### src/hw/rtl/bvfg_pkg.sv
// Shared widths, types, curve table and state encoding for the battery fuel gauge.
package bvfg_pkg;

  localparam int SAMPLE_W       = 13;
  localparam int PCT_W          = 7;
  localparam int ICON_W         = 3;
  localparam int WINDOW_LEN_DEF = 5;
  localparam int CURVE_POINTS   = 14;
  localparam int CURVE_IDX_W    = $clog2(CURVE_POINTS);
  localparam int PROD_W         = SAMPLE_W + PCT_W;
  localparam int DIV_CNT_W      = $clog2(PROD_W);
  localparam int MUL_CNT_W      = $clog2(PCT_W);

  localparam logic [PCT_W-1:0] PCT_MAX = 7'd100;
  localparam logic [PCT_W-1:0] ICON_T4 = 7'd95;
  localparam logic [PCT_W-1:0] ICON_T3 = 7'd65;
  localparam logic [PCT_W-1:0] ICON_T2 = 7'd35;
  localparam logic [PCT_W-1:0] ICON_T1 = 7'd5;

  typedef logic [SAMPLE_W-1:0]    mv_t;
  typedef logic [PCT_W-1:0]       pct_t;
  typedef logic [ICON_W-1:0]      icon_t;
  typedef logic [PROD_W-1:0]      prod_t;
  typedef logic [CURVE_IDX_W-1:0] curve_idx_t;

  localparam curve_idx_t CURVE_LAST = curve_idx_t'(CURVE_POINTS - 1);

  typedef enum logic [2:0] {
    ST_IDLE,
    ST_SUM,
    ST_MEAN,
    ST_SEARCH,
    ST_MUL,
    ST_SCALE,
    ST_LOAD
  } state_t;

  function automatic mv_t curve_mv(curve_idx_t k);
    mv_t v;
    case (k)
      4'd0:    v = 13'd3450;
      4'd1:    v = 13'd3500;
      4'd2:    v = 13'd3550;
      4'd3:    v = 13'd3600;
      4'd4:    v = 13'd3650;
      4'd5:    v = 13'd3700;
      4'd6:    v = 13'd3750;
      4'd7:    v = 13'd3800;
      4'd8:    v = 13'd3850;
      4'd9:    v = 13'd3900;
      4'd10:   v = 13'd3950;
      4'd11:   v = 13'd4000;
      4'd12:   v = 13'd4100;
      default: v = 13'd4200;
    endcase
    return v;
  endfunction

  function automatic pct_t curve_pct(curve_idx_t k);
    pct_t v;
    case (k)
      4'd0:    v = 7'd0;
      4'd1:    v = 7'd2;
      4'd2:    v = 7'd5;
      4'd3:    v = 7'd9;
      4'd4:    v = 7'd16;
      4'd5:    v = 7'd25;
      4'd6:    v = 7'd36;
      4'd7:    v = 7'd48;
      4'd8:    v = 7'd60;
      4'd9:    v = 7'd68;
      4'd10:   v = 7'd74;
      4'd11:   v = 7'd80;
      4'd12:   v = 7'd92;
      default: v = 7'd100;
    endcase
    return v;
  endfunction

  function automatic icon_t icon_of(pct_t p);
    icon_t v;
    if (p > ICON_T4) begin
      v = 3'd4;
    end else if (p > ICON_T3) begin
      v = 3'd3;
    end else if (p > ICON_T2) begin
      v = 3'd2;
    end else if (p > ICON_T1) begin
      v = 3'd1;
    end else begin
      v = 3'd0;
    end
    return v;
  endfunction

endpackage

### src/hw/rtl/bvfg_window.sv
// Sample window shift line with a rotating one-entry-per-cycle summation.
module bvfg_window #(
  parameter int WINDOW_LEN = bvfg_pkg::WINDOW_LEN_DEF,
  localparam int FILL_W = $clog2(WINDOW_LEN + 1),
  localparam int SUM_W = bvfg_pkg::SAMPLE_W + $clog2(WINDOW_LEN)
) (
  input  logic              clk,
  input  logic              rst,
  input  logic              take,
  input  bvfg_pkg::mv_t     sample,
  output logic              sum_done,
  output logic [FILL_W-1:0] fill,
  output logic [SUM_W-1:0]  sum
);
  import bvfg_pkg::*;

  localparam logic [FILL_W-1:0] FILL_FULL = FILL_W'(WINDOW_LEN);
  localparam logic [FILL_W-1:0] CNT_LAST  = FILL_W'(WINDOW_LEN - 1);

  mv_t               win [WINDOW_LEN];
  logic              busy;
  logic [FILL_W-1:0] cnt;

  always_ff @(posedge clk) begin
    if (rst) begin
      fill     <= '0;
      busy     <= 1'b0;
      cnt      <= '0;
      sum_done <= 1'b0;
    end else begin
      sum_done <= 1'b0;
      if (take) begin
        busy <= 1'b1;
        cnt  <= '0;
        if (sample != '0 && fill != FILL_FULL) begin
          fill <= fill + 1'b1;
        end
      end else if (busy) begin
        if (cnt == CNT_LAST) begin
          busy     <= 1'b0;
          sum_done <= 1'b1;
        end else begin
          cnt <= cnt + 1'b1;
        end
      end
    end
  end

  // The newest sample sits at entry zero; a full rotation restores the order.
  always_ff @(posedge clk) begin
    if (take) begin
      sum <= '0;
      if (sample != '0) begin
        win[0] <= sample;
        for (int k = 1; k < WINDOW_LEN; k++) begin
          win[k] <= win[k-1];
        end
      end
    end else if (busy) begin
      sum <= sum + ((cnt < fill) ? SUM_W'(win[0]) : '0);
      for (int k = 0; k < WINDOW_LEN - 1; k++) begin
        win[k] <= win[k+1];
      end
      win[WINDOW_LEN-1] <= win[0];
    end
  end

endmodule

### src/hw/rtl/bvfg_serdiv.sv
// Restoring divider that produces one quotient bit per cycle.
module bvfg_serdiv (
  input  logic            clk,
  input  logic            rst,
  input  logic            start,
  input  bvfg_pkg::prod_t dividend,
  input  bvfg_pkg::mv_t   divisor,
  output logic            done,
  output bvfg_pkg::prod_t quotient
);
  import bvfg_pkg::*;

  localparam logic [DIV_CNT_W-1:0] CNT_LAST = DIV_CNT_W'(PROD_W - 1);

  logic                 busy;
  logic [DIV_CNT_W-1:0] cnt;
  mv_t                  rem;
  mv_t                  dvs;
  logic [SAMPLE_W:0]    shifted;
  logic                 ge;

  assign shifted = {rem, quotient[PROD_W-1]};
  assign ge      = shifted >= {1'b0, dvs};

  always_ff @(posedge clk) begin
    if (rst) begin
      busy <= 1'b0;
      cnt  <= '0;
      done <= 1'b0;
    end else begin
      done <= 1'b0;
      if (start) begin
        busy <= 1'b1;
        cnt  <= '0;
      end else if (busy) begin
        if (cnt == CNT_LAST) begin
          busy <= 1'b0;
          done <= 1'b1;
        end else begin
          cnt <= cnt + 1'b1;
        end
      end
    end
  end

  always_ff @(posedge clk) begin
    if (start) begin
      rem      <= '0;
      dvs      <= divisor;
      quotient <= dividend;
    end else if (busy) begin
      rem      <= ge ? SAMPLE_W'(shifted - {1'b0, dvs}) : shifted[SAMPLE_W-1:0];
      quotient <= {quotient[PROD_W-2:0], ge};
    end
  end

endmodule

### src/hw/rtl/bvfg_sermul.sv
// Shift-and-add multiplier that consumes one multiplier bit per cycle.
module bvfg_sermul (
  input  logic            clk,
  input  logic            rst,
  input  logic            start,
  input  bvfg_pkg::mv_t   mcand,
  input  bvfg_pkg::pct_t  mplier,
  output logic            done,
  output bvfg_pkg::prod_t product
);
  import bvfg_pkg::*;

  localparam logic [MUL_CNT_W-1:0] CNT_LAST = MUL_CNT_W'(PCT_W - 1);

  logic                 busy;
  logic [MUL_CNT_W-1:0] cnt;
  prod_t                addend;
  pct_t                 bits;

  always_ff @(posedge clk) begin
    if (rst) begin
      busy <= 1'b0;
      cnt  <= '0;
      done <= 1'b0;
    end else begin
      done <= 1'b0;
      if (start) begin
        busy <= 1'b1;
        cnt  <= '0;
      end else if (busy) begin
        if (cnt == CNT_LAST) begin
          busy <= 1'b0;
          done <= 1'b1;
        end else begin
          cnt <= cnt + 1'b1;
        end
      end
    end
  end

  always_ff @(posedge clk) begin
    if (start) begin
      product <= '0;
      addend  <= PROD_W'(mcand);
      bits    <= mplier;
    end else if (busy) begin
      if (bits[0]) begin
        product <= product + addend;
      end
      addend <= {addend[PROD_W-2:0], 1'b0};
      bits   <= {1'b0, bits[PCT_W-1:1]};
    end
  end

endmodule

### src/hw/rtl/battery_voltage_fuel_gauge_core.sv
// Battery fuel gauge: moving average of voltage samples mapped to a LiPo state of charge.
// One transaction is handled at a time. After it is accepted the window is summed one entry per
// cycle, the mean is formed by a bit-serial divider, the curve segment is found one breakpoint
// per cycle, the offset is scaled by a bit-serial multiplier and divided again by the segment
// width. When no sample has been stored yet the result is loaded straight after the summation,
// and when the mean lies at an end of the curve it is loaded straight after the search. The next
// transaction can be accepted in the cycle after the result is loaded. The divider is used twice,
// for the mean and for the scaling step. The result sits in an output register, so a new
// transaction may be accepted while the previous result still waits to be taken.
module battery_voltage_fuel_gauge_core #(
  parameter int WINDOW_LEN = bvfg_pkg::WINDOW_LEN_DEF
) (
  input  logic           clk,
  input  logic           rst,
  input  logic           in_valid,
  output logic           in_ready,
  input  bvfg_pkg::mv_t  sample_mv,
  input  bvfg_pkg::pct_t fallback_percent,
  input  logic           charger_present,
  output logic           out_valid,
  input  logic           out_ready,
  output bvfg_pkg::mv_t  avg_mv,
  output bvfg_pkg::pct_t level_percent,
  output bvfg_pkg::icon_t icon_level,
  output logic           charging
);
  import bvfg_pkg::*;

  localparam int FILL_W = $clog2(WINDOW_LEN + 1);
  localparam int SUM_W  = SAMPLE_W + $clog2(WINDOW_LEN);

  state_t            state;
  state_t            state_next;
  logic              take;
  logic              sum_done;
  logic [FILL_W-1:0] fill;
  logic [SUM_W-1:0]  sum;
  logic              div_start;
  logic              div_done;
  prod_t             div_dividend;
  mv_t               div_divisor;
  prod_t             quotient;
  logic              mul_start;
  logic              mul_done;
  prod_t             product;
  logic              load_out;

  pct_t              fb_q;
  logic              chg_q;
  mv_t               mean;
  pct_t              res_pct;
  curve_idx_t        seg_k;
  curve_idx_t        seg_prev;
  mv_t               dx;
  pct_t              y0;
  logic              clamp_hi;
  logic              clamp_lo;
  logic              seg_hit;
  mv_t               seg_off;
  pct_t              seg_dy;

  assign seg_prev = seg_k - 1'b1;
  assign clamp_hi = mean >= curve_mv(CURVE_LAST);
  assign clamp_lo = mean <= curve_mv('0);
  assign seg_hit  = mean < curve_mv(seg_k);
  assign seg_off  = mean - curve_mv(seg_prev);
  assign seg_dy   = curve_pct(seg_k) - curve_pct(seg_prev);

  assign div_dividend = (state == ST_SUM) ? PROD_W'(sum) : product;
  assign div_divisor  = (state == ST_SUM) ? SAMPLE_W'(fill) : dx;

  bvfg_window #(
    .WINDOW_LEN(WINDOW_LEN)
  ) u_window (
    .clk     (clk),
    .rst     (rst),
    .take    (take),
    .sample  (sample_mv),
    .sum_done(sum_done),
    .fill    (fill),
    .sum     (sum)
  );

  bvfg_serdiv u_div (
    .clk     (clk),
    .rst     (rst),
    .start   (div_start),
    .dividend(div_dividend),
    .divisor (div_divisor),
    .done    (div_done),
    .quotient(quotient)
  );

  bvfg_sermul u_mul (
    .clk    (clk),
    .rst    (rst),
    .start  (mul_start),
    .mcand  (seg_off),
    .mplier (seg_dy),
    .done   (mul_done),
    .product(product)
  );

  always_comb begin
    in_ready  = (state == ST_IDLE);
    take      = in_valid && in_ready;
    div_start = ((state == ST_SUM) && sum_done && (fill != '0)) ||
                ((state == ST_MUL) && mul_done);
    mul_start = (state == ST_SEARCH) && !clamp_hi && !clamp_lo && seg_hit;
    load_out  = (state == ST_LOAD) && (!out_valid || out_ready);
  end

  always_comb begin
    state_next = state;
    case (state)
      ST_IDLE: begin
        if (take) begin
          state_next = ST_SUM;
        end
      end
      ST_SUM: begin
        if (sum_done) begin
          state_next = (fill == '0) ? ST_LOAD : ST_MEAN;
        end
      end
      ST_MEAN: begin
        if (div_done) begin
          state_next = ST_SEARCH;
        end
      end
      ST_SEARCH: begin
        if (clamp_hi || clamp_lo) begin
          state_next = ST_LOAD;
        end else if (seg_hit) begin
          state_next = ST_MUL;
        end
      end
      ST_MUL: begin
        if (mul_done) begin
          state_next = ST_SCALE;
        end
      end
      ST_SCALE: begin
        if (div_done) begin
          state_next = ST_LOAD;
        end
      end
      ST_LOAD: begin
        if (load_out) begin
          state_next = ST_IDLE;
        end
      end
      default: begin
        state_next = ST_IDLE;
      end
    endcase
  end

  always_ff @(posedge clk) begin
    if (rst) begin
      state     <= ST_IDLE;
      out_valid <= 1'b0;
    end else begin
      state <= state_next;
      if (load_out) begin
        out_valid <= 1'b1;
      end else if (out_ready) begin
        out_valid <= 1'b0;
      end
    end
  end

  always_ff @(posedge clk) begin
    if (take) begin
      fb_q  <= fallback_percent;
      chg_q <= charger_present;
    end
    case (state)
      ST_SUM: begin
        if (sum_done && fill == '0) begin
          mean    <= '0;
          res_pct <= (fb_q > PCT_MAX) ? PCT_MAX : fb_q;
        end
      end
      ST_MEAN: begin
        if (div_done) begin
          mean  <= quotient[SAMPLE_W-1:0];
          seg_k <= curve_idx_t'(1);
        end
      end
      ST_SEARCH: begin
        if (clamp_hi) begin
          res_pct <= PCT_MAX;
        end else if (clamp_lo) begin
          res_pct <= '0;
        end else if (seg_hit) begin
          dx <= curve_mv(seg_k) - curve_mv(seg_prev);
          y0 <= curve_pct(seg_prev);
        end else begin
          seg_k <= seg_k + 1'b1;
        end
      end
      ST_SCALE: begin
        if (div_done) begin
          res_pct <= y0 + quotient[PCT_W-1:0];
        end
      end
      default: begin
      end
    endcase
    if (load_out) begin
      avg_mv        <= mean;
      level_percent <= res_pct;
      icon_level    <= icon_of(res_pct);
      charging      <= chg_q;
    end
  end

endmodule

### config.mk
export PLATFORM = sky130hd
export DESIGN_NAME = battery_voltage_fuel_gauge_core
export DESIGN_NICKNAME = d
export VERILOG_FILES = /design/src/hw/rtl/bvfg_pkg.sv /design/src/hw/rtl/bvfg_window.sv /design/src/hw/rtl/bvfg_serdiv.sv /design/src/hw/rtl/bvfg_sermul.sv /design/src/hw/rtl/battery_voltage_fuel_gauge_core.sv
export SDC_FILE = /design/constraint.sdc
export NUM_CORES = 1
export LEC_CHECK = 0
export ABC_AREA = 1
export BUFFER_PORTS_ARGS = -buffer_cell sky130_fd_sc_hd__buf_2
export CAP_MARGIN = 20
export CORE_MARGIN = 2
export CORE_UTILIZATION = 30
export DETAILED_ROUTE_END_ITERATION = 8
export GPL_ROUTABILITY_DRIVEN = 0
export SLEW_MARGIN = 10
export SYNTH_ARGS = -nofsm -noshare
export SYNTH_HDL_FRONTEND = slang
export SYNTH_SLANG_ARGS = --single-unit
### constraint.sdc
create_clock -name clk -period 4.95 [get_ports clk]
set_input_delay 1.485 -clock clk [delete_from_list [all_inputs] [get_ports clk]]
set_output_delay 1.485 -clock clk [all_outputs]
set_load 0.005 [all_outputs]
== Word-level counts from Yosys, hierarchy flattened ==
Memory sizes are Yosys's and may differ from the RTL's. A register that Yosys moved wholly into a read port is not among the register bits.
Index checks and enable logic that the tools add are counted.
Word-level totals
  register bits after elaboration: 202
  bits in writable memories: 65
  bits in read-only memories: 1104
  input port bits: 25
  output and inout bits: 26
  word-level logic and storage cells: 212
  memories kept: 8
Memory list
  (name not given): words 16, bits a word 12, rd ports 1, clocked after Yosys merged registers in 1, wr ports 0, RTL line bvfg_pkg.sv:40  | case (k)
  (name not given): words 16, bits a word 12, rd ports 1, clocked after Yosys merged registers in 0, wr ports 0, RTL line bvfg_pkg.sv:40
  (name not given): words 16, bits a word 12, rd ports 1, clocked after Yosys merged registers in 0, wr ports 0, RTL line bvfg_pkg.sv:40
  (name not given): words 16, bits a word 12, rd ports 1, clocked after Yosys merged registers in 1, wr ports 0, RTL line bvfg_pkg.sv:40
  (name not given): words 16, bits a word 7, rd ports 1, clocked after Yosys merged registers in 1, wr ports 0, RTL line bvfg_pkg.sv:61  | case (k)
  (name not given): words 16, bits a word 7, rd ports 1, clocked after Yosys merged registers in 0, wr ports 0, RTL line bvfg_pkg.sv:61
  2 more memories
Cells by class
  add/subtract/negate cells: 13
  magnitude comparators: 10
  equality and inequality tests: 22
  muxes and demuxes: 73
  bitwise gates (word level): 13
  reduce and logical (&&, ||, !) cells: 42
Operators by type and width (number)
  13-bit two-way mux: 19
  20-bit two-way mux: 3
  7-bit two-way mux: 7
  13-bit subtractor: 3
  3-bit two-way mux: 10
  4-bit two-way mux: 7
  13-bit one-hot mux with 2 select lines: 1
  7-bit > comparator (second input constant): 3
  1-bit two-way mux: 21
  3-bit one-hot mux with 7 select lines: 1
  7-bit one-hot mux with 3 select lines: 1
  20-bit adder: 1
  16-bit adder: 1
  3-bit == test (second input constant): 5
  14-bit by 13-bit greater-or-equal comparator with 1-bit output: 1
  13-bit greater-or-equal comparator (second input constant): 1
  13-bit by 12-bit less-or-equal comparator with 1-bit output (second input constant): 1
  13-bit < comparator: 1
  13-bit nonzero test: 1
  2-bit by 1-bit inequality test with 1-bit output (second input constant): 6
  1-bit logical AND: 10
  2-bit AND reduction: 5
  2-bit nonzero test: 5
  3-bit by 1-bit adder with 3-bit output (second input constant): 3
  other kinds (28): 56

== Logic depth before layout (Yosys ltp) ==
An unclocked memory read counts as a cell.
  word-level depth: 7
  gate-level depth with buffers: 21
  gate-level depth less buffers: 21

== Hierarchy ==
From an unflattened synthesis, not the netlist that was laid out.
Second synthesis, totals
  cells, all modules: 2294
  area total of the unflattened synthesis: 17783.3 um^2
Modules (own cells, without submodules)
  battery_voltage_fuel_gauge_core: instances 1, cells an instance 852, area each 6668.9 um^2, seq. area each 2692.6 um^2
  bvfg_window: instances 1, cells an instance 581, area each 4760.8 um^2, seq. area each 2432.3 um^2
  bvfg_sermul: instances 1, cells an instance 459, area each 3250.6 um^2, seq. area each 1241.2 um^2
  bvfg_serdiv: instances 1, cells an instance 402, area each 3103.0 um^2, seq. area each 1391.3 um^2

== Worst setup path before layout ==
No wires, ideal clock.
  kind: input to register
  start: input in_valid
  end: memory u_window.win[0][0] (netlist bit), enable pin
  library setup time: 0.696 ns
  arrival: 3.430 ns
  data required time: 4.254 ns
  setup slack: 0.824 ns
  stages on the path: 5
  buffers on the path: 2
  cells stage by stage: nand2_1 nand2_1 clkbuf_1 clkbuf_1 nand2_1
RTL lines
  start: declaration: RTL line battery_voltage_fuel_gauge_core.sv:15  | input logic in_valid,
  end: declaration: RTL line bvfg_window.sv:20  | mv_t win [WINDOW_LEN];

== Worst setup path in the final report ==
  start: register seg_k[0]
  end: register u_mul.bits[5], data pin
Between the ends
  word-level cells in the longest chain between the ends: 4
RTL lines
  start: declaration: RTL line battery_voltage_fuel_gauge_core.sv:52  | curve_idx_t seg_k;
  start signal: assignment: RTL line battery_voltage_fuel_gauge_core.sv:188  | seg_k <= curve_idx_t'(1);
  start signal: assignment: RTL line battery_voltage_fuel_gauge_core.sv:200  | seg_k <= seg_k + 1'b1;
  4-bit by 1-bit subtractor with 4-bit output: RTL line battery_voltage_fuel_gauge_core.sv:62  | assign seg_prev = seg_k - 1'b1;
  memory read 16 x 7 bit
  7-bit subtractor: RTL line battery_voltage_fuel_gauge_core.sv:67  | assign seg_dy = curve_pct(seg_k) - curve_pct(seg_prev);
  7-bit two-way mux: RTL line bvfg_sermul.sv:42  | if (start) begin
  end signal: assignment: RTL line bvfg_sermul.sv:45  | bits <= mplier;
  end signal: assignment: RTL line bvfg_sermul.sv:51  | bits <= {1'b0, bits[PCT_W-1:1]};
  end: declaration: RTL line bvfg_sermul.sv:18  | pct_t bits;
Every way passes these cells.
A chain may end at the register's enable or synchronous reset.

==> metrics.md <==
| Metric | Value |
|---|---|
| Depth of the CTS H-tree | `2` |
| EDFF count, synth | `193` |
| Post-Syn Nets | `2129` |
| CTS resizes | `0` |
| Cts hold-fix bufs | `0` |
| Synth-to-layout area growth | `13.1%` |
| Worst-path clk slew | `0.06 ns` |
| DR vias/cell | `4.77` |
| Flop pwr share | `36.5%` |
| Rows | `86` |
| Syn. warnings | `0` |
| Post-route DRC | `0` |
| GR peak layer | `met2` |
| Critical Path End Type | `flip-flop` |
| Most frequent cells in the layout | `nand2_1, inv_1, edfxtp_1, nor2_1, o21ai_0` |
| Width of the die | `about 240 µm` |
| Share of the synthesized area in the top cell type | `between 30% and 40%` |
| Fmax | `0.247 GHz` |
| WP buf/inv | `4` |
| Period utilization | `81.7%` |
| Most common cell after layout, fill and taps aside | `nand2_1` |
| Dominant cell type by area after synthesis | `edfxtp_1` |
| Max clock buf depth | `3` |
| CP Max Fanout | `17` |
| Wire per inst | `roughly 14 µm` |
| Initial Util | `a little under a third` |
| Clock Sinks | `291` |
| Clk network pwr share | `24.5%` |
| First-pass GRT wire length | `65300 µm` |
| Cell count after synthesis | `about 2000` |
| Combinational Power Share | `a little under 40%` |
| Drt pass-1 iters | `5` |
| Number of global-route vias before repair | `12800` |
| Net Sw Frac | `between 30% and 40%` |
| Fraction of layout cells with a size suffix above 1 | `just over 8%` |
| Worst-Skew Late Latency | `0.56 ns` |
| RSZ-0062 raised after global routing | `false` |
| Final setup violation count | `0` |
| HPWL Detailed | `30100 µm` |
| Detailed-route via count | `13400` |
| Met2 global-route usage | `23.4%` |
| Critical Path RT | `5.21 ns` |
| Ant diodes | `0` |
| Internal Dissipation | `roughly 0.0064 W` |
| P per Cell Area | `565 mW/mm²` |
| GRT met3 Usage | `2.81%` |
| Post-synthesis sequential area ratio | `46.6%` |
| Status | `completed` |
| CP arrival | `4.30 ns` |
| Final hold viol count | `0` |
| GRT Resource Usage Total | `14.2%` |
| Least-Margin Pin Slew | `1.02 ns` |
| Mapped Avg Cell Area | `between 8 and 9 µm²` |
| Flops & latches, synth | `291` |
| Clk root buf | `clkbuf_16` |
| Final-stage net count | `around 2200` |
| Initial drt markers | `930` |
| GR Layer Usage met1 | `18.6%` |
| Fin area | `approximately 0.019 mm²` |
| Slew margin rel. | `32.0%` |
| Total power | `0.0106 W` |
| Async S/R FF share, synth | `0%` |
| Pleak | `about 8.4 nW` |
| Max Cap Viol | `0` |
| Post-synth top flop | `edfxtp_1` |
| IO Port Bufs | `50` |
| Max-slew violation count | `0` |
| Io pins | `51` |
| Crit path largest cell delay | `between 0.5 and 0.6 ns` |
| Core footprint | `between 0.05 and 0.06 mm²` |
| CP top delay family | `compound AO/OA/AOI/OAI gates` |
| Fin crit period | `4.04 ns` |
| Post-Layout Cell Count | `about 2800` |
| Max Clock Skew | `0.0311 ns` |
| CP Cell Sequence | `inv_2, ha_1, inv_1, ha_1, inv_1, nand2_1, o22ai_1, inv_1, ha_1, nand2_1, o21ai_0, a21oi_1, o21ai_0, xnor2_1, o21ai_0` |
| Final hold slack | `between 0.4 and 0.5 ns` |
| DIE AREA | `about 0.057 mm²` |
| Critical Path Source Type | `flip-flop` |
| Placed cell areas | `about 0.018 mm²` |
| Mapped cell area | `0.0166 mm²` |
| Global route total overflow | `0` |
| CP max stage cell | `edfxtp_1` |
| Final WL | `40700 µm` |
| Largest net degree at the start of global routing | `approximately 100` |
| Unique masters post-synth | `56` |
| Setup TNS | `0 ns` |
| Detail Route Antenna Nets | `0` |
| Top cells by area, synth | `edfxtp_1, dfxtp_1, nand2_1` |
| Num CTS Buffers | `35` |
| Initial antenna violation count | `2` |
| Peak supply drop | `0.327 mV` |
| Inst Count DP | `approximately 2700` |
| Sw Pwr | `0.00422 W` |
| Hold crit path type | `flip-flop to flip-flop` |
| Critical path class | `flip-flop to flip-flop` |
| Die Height | `240 µm` |
| # Post-CTS Setup Buffers | `0` |
| CTS tree | `built` |
cells by family (layout without fill, tap and decap cells):
family | after synthesis | in the layout | synth area share, %
adder cells (fa/ha/maj) | 110 | 110 | 8.49
AND/OR/NAND/NOR | 827 | 827 | 21.3
buffers and inverters | 319 | 386 | 7.44
flip-flops | 291 | 291 | 46.6
AO/OA/AOI/OAI | 393 | 393 | 13.2
XOR/XNOR | 54 | 54 | 2.93
registers in the layout, summed over array words and instances, names as in the netlist, 4 cells and up, named ones only:
name and flops:
fb_q 7, res_pct 7, u_div.rem 13, mean 13
u_window.win 65, avg_mv 13, dx 12, u_mul.product 20
u_div.cnt 5, y0 7, u_div.dvs 13, u_mul.bits 7
u_div.quotient 20, u_mul.addend 20, u_window.sum 16, level_percent 7
seg_k 4
path summary, 6_finish.rpt:
path | start | endpoint | slack [ns] | cells after the start
hold / removal | chg_q | charging | 0.42 | 0
setup reg to reg | seg_k[0] | u_mul.bits[5] | 0.91 | 15
hold reg to reg | chg_q | charging | 0.42 | 0
setup / recovery | seg_k[0] | u_mul.bits[5] | 0.91 | 15
cells in the mapped netlist (3+ instances only):
cell	count
nand2_2	15
inv_2	5
fa_1	5
nand2_4	5
o21bai_1	12
nor3_1	18
o21ai_1	11
xnor2_1	12
nor3b_1	3
a21o_1	8
nand3_2	5
or2_2	5
xor2_1	40
clkinv_1	3
o21ai_0	146
a211oi_1	7
nor4_1	6
ha_1	105
edfxtp_1	193
nor2_4	3
nor2_1	163
nand4_1	14
nand3_1	121
clkbuf_1	36
o211ai_1	26
a31oi_1	19
nor2_2	4
nand2_1	458
inv_1	256
buf_2	13
a21oi_1	145
dfxtp_1	98
metrics by stage:
stage | utilization, % | worst slack [ns]
after detailed placement | 32.2 | 0.997
after CTS | 34.2 | 0.979
after floorplan | - | 0.824
after global routing | 34.2 | 0.614
final | 34.2 | 0.908
after global placement | 32.1 | 1.10
power by group through the flow:
stage	combinational (W)	clock [W]	sequential [W]
floorplan	0.00322	0	0.00375
global placement	0.00402	0	0.00391
detailed placement	0.00411	0	0.00392
CTS	0.00413	0.00269	0.00388
global route	0.00477	0.00276	0.00394
finish	0.00415	0.00261	0.00388
cell type report:
| cell class | instances | area [µm²] |
|---|---|---|
| Fill cell | 5656 | 36200 |
| Sequential cell | 291 | 7760 |
| Multi-Input combinational cell | 1384 | 7660 |
| Inverter | 265 | 997 |
| Tap cell | 748 | 936 |
| Clock buffer | 43 | 906 |
| Timing Repair Buffer | 60 | 325 |
| Clock inverter | 18 | 234 |
routing by layer:
metal	share of wire, %	wire length [µm]
met5	0.032	13
met4	2.6	1050
met3	5.5	2240
met2	46	18800
met1	46	18500
Power figures use the tool's default switching activity.
